==> src/npet_pkg.sv <==
// Package for the nearest pending entry table: widths, status codes, types.
// No dependencies.
`timescale 1ns / 1ps
`default_nettype none
package npet_pkg;
    localparam int TABLE_ENTRIES = 64;
    localparam int IDX_W = (TABLE_ENTRIES > 1) ? $clog2(TABLE_ENTRIES) : 1;
    localparam int CNT_W = $clog2(TABLE_ENTRIES + 1);
    localparam int LOC_W = 16;
    localparam int REF_W = 24;
    localparam int DIFF_W = 26;
    localparam int SQ_W = 50;
    localparam int DIST_W = 52;
    localparam int CMD_W = 1;
    localparam int QDEPTH = 2;

    typedef enum logic [2:0] {
        ST_INSERTED = 3'd0,
        ST_PRESENT  = 3'd1,
        ST_FULL     = 3'd2,
        ST_TAKEN    = 3'd3,
        ST_EMPTY    = 3'd4
    } t_status;

    typedef enum logic {
        CMD_INSERT = 1'b0,
        CMD_TAKE   = 1'b1
    } t_cmd;

    typedef enum logic [2:0] {
        S_IDLE,
        S_SCAN,
        S_MUL,
        S_SUM,
        S_CMP,
        S_FINISH,
        S_OUT
    } t_state;

    typedef struct packed {
        t_cmd               cmd;
        logic [3*LOC_W-1:0] loc;
        logic [3*REF_W-1:0] refp;
    } t_job;
endpackage
`default_nettype wire

==> src/npet_front.sv <==
// Front end: accepts input words, classifies the command, and queues jobs.
// Depends on npet_pkg.
`timescale 1ns / 1ps
`default_nettype none
module npet_front
    import npet_pkg::*;
(
    input  wire  i_clk,
    input  wire  i_rst_n,
    input  wire  i_valid,
    output logic o_ready,
    input  wire  i_cmd,
    input  wire  [3*LOC_W-1:0] i_loc,
    input  wire  [3*REF_W-1:0] i_ref,
    output logic o_job_valid,
    input  wire  i_job_ready,
    output t_job o_job
);
    t_job r_q [QDEPTH];
    logic r_wp, r_rp;
    logic [1:0] r_cnt;
    logic push, pop;

    assign o_ready     = (r_cnt != 2'(QDEPTH));
    assign push        = i_valid && o_ready;
    assign o_job_valid = (r_cnt != 2'd0);
    assign pop         = o_job_valid && i_job_ready;
    assign o_job       = r_q[r_rp];

    always_ff @(posedge i_clk) begin
        if (!i_rst_n) begin
            r_wp  <= 1'b0;
            r_rp  <= 1'b0;
            r_cnt <= 2'd0;
        end else begin
            if (push) r_wp <= ~r_wp;
            if (pop) r_rp <= ~r_rp;
            r_cnt <= r_cnt + 2'(push) - 2'(pop);
        end
    end

    always_ff @(posedge i_clk) begin
        if (push) begin
            r_q[r_wp].cmd  <= t_cmd'(i_cmd);
            r_q[r_wp].loc  <= i_cmd ? '0 : i_loc;
            r_q[r_wp].refp <= i_cmd ? i_ref : '0;
        end
    end
endmodule
`default_nettype wire

==> config.mk <==
export PLATFORM = sky130hd
export DESIGN_NAME = npet_front
export DESIGN_NICKNAME = d
export VERILOG_FILES = /design/src/npet_pkg.sv /design/src/npet_front.sv
export SDC_FILE = /design/constraint.sdc
export NUM_CORES = 1
export LEC_CHECK = 0
export ABC_AREA = 0
export BUFFER_PORTS_ARGS = -buffer_cell sky130_fd_sc_hd__buf_2
export CAP_MARGIN = 15
export CORE_MARGIN = 2
export CORE_UTILIZATION = 57
export DETAILED_ROUTE_END_ITERATION = 8
export PLACE_DENSITY = 0.85
export SLEW_MARGIN = 30
export SYNTH_ARGS = -nofsm -noshare
export SYNTH_HDL_FRONTEND = slang
export SYNTH_SLANG_ARGS = --single-unit
==> constraint.sdc <==
create_clock -name i_clk -period 21 [get_ports i_clk]
set_clock_uncertainty 0.2 [all_clocks]
set_input_delay 2.1 -clock i_clk [delete_from_list [all_inputs] [get_ports i_clk]]
set_output_delay 2.1 -clock i_clk [all_outputs]
set_load 0.02 [all_outputs]
# Word-level counts from Yosys, hierarchy flattened
# Memory sizes are Yosys's and may differ from the RTL's. A register that Yosys moved wholly into a read port is not among the register bits.
# Cells that the tools add are included.
[totals] ramBits=242 out_inout_bits=123 memories=1 mem_bits_ro=0 latch_bits=0 regBits=4 word_cells=18
[mem_list] name="r_q" words=2 word_bits=121 read_ports=1 rd_ports_with_merged_regs=1 wr=1 line="npet_front.sv:19" rtl="t_job r_q [QDEPTH];"
[classes] n_mux=6 shifts=0 add_sub_neg=2 eq_ne=1 div_mod_pow=0 n_reduce_logical=3 bitwise=2 n_lt_le_gt_ge=0 n_mul=0
[op_table] cell="2-to-1 mux 72 bit" n=1
[op_table] cell="2-to-1 mux 48 bit" n=1
[op_table] cell="2-to-1 mux 1 bit" n=4
[op_table] cell="adder 2 x 1 -> 2 bit" n=1
[op_table] cell="logical AND 1 bit" n=2
[op_table] cell="!= test 2 bit, second input constant" n=1
[op_table] cell="NOT 1 bit" n=2
[op_table] cell="nonzero test 2 bit" n=1
[op_table] cell="subtractor 2 x 1 -> 2 bit" n=1

# Depth between registers and ports, before layout
# Gate-level depths: netlist of run 1.
[depth] word_depth=4 depth_mapped=8 mapped_depth_nobuf=8

# Worst setup path before layout of run 1
# OpenSTA, ideal clock, no wires.
[synth_path] kind="input -> register" from="input i_valid" to="memory r_q[0][0] (netlist bit), enable pin" t_required_ps=20197 arrival_ps=7230 cell_stages=2 path_buffers=0 setup_ps=603 setup_slack_ps=12967 cell_sequence="nand2_1 > nor2_1"
[synth_via] elab_chain_len=3
[synth_lines] element="start, declared" line="npet_front.sv:10" rtl="input wire i_valid,"
[synth_lines] element="logical AND 1 bit" line="npet_front.sv:25" rtl="assign push = i_valid && o_ready;"
[synth_lines] element="2-to-1 mux 1 bit" line="npet_front.sv:43" rtl="if (push) begin"
[synth_lines] element="2-to-1 mux 1 bit" line="npet_front.sv:46" rtl="r_q[r_wp].refp <= i_cmd ? i_ref : '0;"
[synth_lines] element="end, declared" line="npet_front.sv:19"
# Every way passes these cells.

==> results of run 1 <==
[metrics by stage]
step                      instance area (sq um)  worst slack (ps)
after global placement                    11200             16440
final                                     12000             15940
after global routing                      12000             15810
after detailed placement                  11200             16430
after floorplan                            9790             12970
after CTS                                 12000             15890
[Yosys cell counts, drive strengths merged, types with 2 or more instances]
| cell | count | share of area, % |
|---|---|---|
| edfxtp | 242 | 74 |
| nand2 | 2 | 0.077 |
| nand2b | 2 | 0.13 |
| dfxtp | 5 | 1.0 |
| clkbuf | 12 | 0.46 |
| nor2b | 50 | 3.2 |
| and2 | 74 | 4.7 |
| buf | 14 | 1.3 |
| ha | 2 | 0.26 |
| mux2 | 121 | 14 |
| xnor2 | 3 | 0.27 |
[cell type report]
type,instances,area [sq um]
sequential,247,7370
fill,1089,4730
multi-input combinational,259,2260
timing repair buffer,251,1270
clock buffer,35,693
tap,220,275
clock inverter,9,91.3
antenna,2,5.00
inverter,1,3.75
[sequential cells by signal (all words and copies together), names as in the netlist, named ones only]
signal / cells
r_q: 242
r_cnt: 2
r_rp: 1
r_wp: 1
[final timing paths]
check	to	slack (ps)	cells after the start
max	o_job[79]	15940	3
min	r_wp	330	2
min reg2reg	r_wp	330	2
max reg2reg	r_q[1][12]	18240	3
[worst max-delay path, cell delays in order (launching register included)]
cell and delay [ps]:
dfxtp_4 850, buf_4 750, mux2_2 430, buf_2 160
[routing by layer]
metal	global-route usage [%]	vias to the layer above
li1	-	2487
met1	24.3	2568
met2	35.8	215
met3	5.48	31
met4	6.77	0
met5	0	-
[power breakdown]
group          internal [mW]  switching [mW]
clock                  0.253           0.167
sequential             0.624          0.0316
combinational          0.148           0.219
[logic make-up (layout without fill, tap and decap cells)]
family,after synthesis,count (layout)
xor+xnor,3,3
buf+inv,27,296
other cells,0,2
simple gates,131,131
compound gates,1,1
flops,247,247
mux,122,122
fa+ha+maj,2,2
==> qor.txt, run 1 <==
Post-layout nets = 911
Initial DRC Count = 281
most frequent cells in the layout = buf_2, edfxtp_1, mux2_2
mux share of post-synthesis cell area = 14.0%
status = completed
cts repair resizes = 0
part of the cycle the worst path needs = 24.1%
Leak = 4.58 nW
Final ANT Viol Nets = 0
Total GRT Usage = 20.3%
Mapped Nets = 660
Buffers on Ports = 247
CTS buffer count = 24
overflow left after global routing = 0
CTS tree = done
H-tree lvl count = 1
DR DRC count = 0
worst-path fanout max = 61
drt wl/cell = 18.4 microns
post-synthesis cell type count = 19
Placed Cells incl. Taps = 978
wl on met1 = 7.21 mm
met3 WL post-DR = 1.55 mm
GPL Wtd Cong = 0.752
share of layout cells above drive strength 1 = 50.9%
arrival time worst endpoint = 2760 ps
Tot Pwr = 1.44 mW
std cell rows = 47
XOR/XNOR Fraction of Synth Area = 0.268%
Initial Util = 58.6%
simple-gate share of the synthesized area = 8.30%
Primary FF master, synth = edfxtp_1
most common cell after layout, fill and taps aside = buf_2
crit path launch type = flip-flop
Gate Count Post-Synth = 533
FFs w/ async S/R, synth = 0%
Post-Route Utilization = 71.7%
clk root buf = clkbuf_16
Worst Setup End Kind = output pin
# hold bufs at CTS = 0
Required @ worst endpoint = 18700 ps
Fin. Hold Viols = 0
final hold slack = 326 ps
area grow syn2layout = 22.3%
power per cell area = 121 mW/mm^2
adder-cell share of the synthesized area = 0.256%
Cell Area, Synth = 0.00979 sq mm
Routed WL = 18.8 mm
Die Y = 135 microns
peak supply drop = 0.0747 mV
register area share after synthesis = 75.3%
Final Setup Violations = 0
min cycle time layout = 5060 ps
Max Clk Rate = 0.198 GHz
combinational family with the most area after synthesis = multiplexers
RR Startpoint = r_cnt[0]
final cell count without fillers = 1024
# clock sinks = 247
TritonRoute pass-1 iters = 6
I/O Pins = 248
Max-cap violations = 0
first-pass GRT wire length = 28.9 mm
pin count of the biggest net entering global routing = 123
setup TNS = 0 ps
Clk Latency, worst-skew pair = 500 ps
Reg clk slew, reported paths = 60 ps
vias in the first global route = 5764
via count = 5301
post-CTS setup repair buffer count = 0
Seq cells post-synth = 247
Via density = 5.18
initial antenna violation count = 2
HP Start = r_wp
Setup Crit Path Kind = reg2out
highest metal used = met4
Ys Warns = 0
Final Slew Violations = 0
Die ar. = 0.0182 sq mm
Post-synth EDFFs = 242
RSZ-0062 raised after global routing = no
relative slew slack = 42.8%
detailed placer's ending HPWL = 11.9 mm
deepest clock path buffer count = 3
syn_area_per_cell = 18.4 sq um
die width = 135 microns
Synth Area in Compound Gates = 0.0767%
worst slew pin tran = 858 ps
Hold WC Path Type = reg2reg
Core Box Area = 0.0167 sq mm
wire length on met2 = 9.62 mm
Power figures use the tool's default switching activity.
==> run 2: changes to the inputs <==
Settings changed: CORE_UTILIZATION 57 to 48, PLACE_DENSITY 0.85 to 0.76.
Clock period 21 ns to 4.55 ns, I/O delays scaled along.
==> qor.txt, run 2 (synthesis results as in run 1) <==
cts repair resizes = 0 (unchanged)
first-pass GRT wire length = 28.7 mm (was 28.9 mm)
power per cell area = 558 mW/mm^2 (was 121 mW/mm^2)
most frequent cells in the layout = buf_2, edfxtp_1, mux2_2 (unchanged)
Final Setup Violations = 0 (unchanged)
Via density = 4.91 (was 5.18)
Max-cap violations = 0 (unchanged)
std cell rows = 52 (was 47)
status = completed (unchanged)
Post-layout nets = 912 (was 911)
arrival time worst endpoint = 2430 ps (was 2760 ps)
I/O Pins = 248 (unchanged)
Reg clk slew, reported paths = 60 ps (about the same)
biggest regs = r_q x242, r_cnt x2 (unchanged)
CTS tree = done (unchanged)
min cycle time layout = 3080 ps
part of the cycle the worst path needs = 67.7%
CTS buffer count = 25 (was 24)
Fin. Hold Viols = 0 (unchanged)
TritonRoute pass-1 iters = 4 (was 6)
overflow left after global routing = 0 (unchanged)
worst-path fanout max = 66 (was 61)
via count = 5288 (was 5301)
Core Box Area = 0.0201 sq mm (was 0.0167 sq mm)
pin count of the biggest net entering global routing = 122 (was 123)
post-CTS setup repair buffer count = 0 (unchanged)
Final Slew Violations = 0 (unchanged)
Final ANT Viol Nets = 0 (unchanged)
final hold slack = 39.7 ps (was 326 ps)
final cell count without fillers = 1076 (was 1024)
Buf/Inv on CP = 2 (unchanged)
crit-path cells = buf_12 > mux2_2 > buf_2 (was buf_4 > mux2_2 > buf_2)
Critical-path top delay cell = dfxtp_4 (unchanged)
detailed placer's ending HPWL = 11.6 mm (was 11.9 mm)
Total GRT Usage = 16.8% (was 20.3%)
# hold bufs at CTS = 0 (unchanged)
hold depth = 2 (unchanged)
area grow syn2layout = 23.6% (was 22.3%)
Max Clk Rate = 0.324 GHz
DR DRC count = 0 (unchanged)
clk root buf = clkbuf_16 (unchanged)
Hold WC Path Type = in2reg (was reg2reg)
Placed Cells incl. Taps = 1028 (was 978)
H-tree lvl count = 1 (unchanged)
drt wl/cell = 17.4 microns (was 18.4 microns)
Routed WL = 18.7 mm (was 18.8 mm)
# clock sinks = 247 (unchanged)
relative slew slack = 36.0% (was 42.8%)
Clk Latency, worst-skew pair = 500 ps (about the same)
crit path launch type = flip-flop (unchanged)
worst slew pin tran = 960 ps (was 858 ps)
FILL cells = 1565 (was 1089)
most common cell after layout, fill and taps aside = buf_2 (unchanged)
Leak = 4.62 nW (was 4.58 nW)
Buffers on Ports = 247 (unchanged)
Worst Setup End Kind = output pin (unchanged)
max FFs per register = 242 (unchanged)
Setup Crit Path Kind = reg2out (unchanged)
die width = 147 microns (was 135 microns)
Initial DRC Count = 201 (was 281)
area of the multi-input gates = 0.00226 sq mm (unchanged)
hold path endpoint = r_cnt[0] (was r_wp)
vias in the first global route = 5578 (was 5764)
r2r worst-path depth = 3 (unchanged)
setup TNS = 0 ps (unchanged)
sequential cell area = 0.00737 sq mm (unchanged)
peak supply drop = 0.620 mV (was 0.0747 mV)
CP delay by family, top = flip-flops (was buffers and inverters)
reg2reg end = r_q[1][25] (was r_q[1][12])
Required @ worst endpoint = 3890 ps (was 18700 ps)
Biggest register = r_q (unchanged)
largest stage delay on the critical path = 870 ps (was 850 ps)
initial antenna violation count = 2 (unchanged)
HP Start = i_rst_n (was r_wp)
Initial Util = 48.7% (was 58.6%)
RR Startpoint = r_cnt[0] (unchanged)
Tot Pwr = 6.75 mW (was 1.44 mW)
Die ar. = 0.0216 sq mm (was 0.0182 sq mm)
share of layout cells above drive strength 1 = 51.1% (was 50.9%)
deepest clock path buffer count = 3 (unchanged)
Die Y = 147 microns (was 135 microns)
RSZ-0062 raised after global routing = no (unchanged)
GPL Wtd Cong = 0.781 (was 0.752)
setup slack, reg-to-reg = 2240 ps (was 18240 ps)
## run 2: stage by stage
step	util, %	instance area (sq um)	worst slack (ps)
6_report	60.2	12100	1470
4_1_cts	60.2	12100	1470
3_5_place_dp	56.1	11300	2010
2_1_floorplan	-	9790	0.838
3_3_place_gp	56.1	11300	2020
5_1_grt	60.2	12100	1350
## run 2: worst register-to-register path, stage by stage, from the launching register on
cell and delay, ps:
dfxtp_1 360, nand2b_1 150, and3_4 820, buf_12 390
## run 2: final cells by class
type | count | area share (%)
Timing Repair Buffer | 251 | 10.8
Multi-Input combinational cell | 259 | 18.6
Tap cell | 270 | 2.79
Clock inverter | 17 | 1.49
Sequential cell | 247 | 60.9
Inverter | 1 | 0.0310
Antenna cell | 2 | 0.0414
Clock buffer | 29 | 5.29
## run 2: per-layer routing
metal	track usage (%)	up-vias	routed length (microns)
met5	0	-	0
met4	6.50	0	543
met3	4.10	37	1390
met2	28.4	205	9330
met1	21.1	2556	7420
li1	-	2490	-
## run 2: worst max-delay path by stage
stage / startpoint / endpoint / slack (ps) / cells after the start
6_report: flip-flop / o_job[98] / 1470 / 3
5_1_grt: flip-flop / o_job[98] / 1350 / 3
4_1_cts: flip-flop / o_job[115] / 1470 / 3
3_5_place_dp: flip-flop / o_job[115] / 2010 / 3
3_3_place_gp: flip-flop / o_job[119] / 2020 / 3
2_1_floorplan: r_cnt[0] / r_q[0][0] / 0.8 / 3
## run 2: report_power, final
| part | leakage [nW] | switching (mW) | total [mW] | internal [mW] |
|---|---|---|---|---|
| Clock | 0.404 | 0.801 | 2.03 | 1.23 |
| Combinational | 1.85 | 1.00 | 1.70 | 0.693 |
| Sequential | 2.36 | 0.146 | 3.03 | 2.88 |
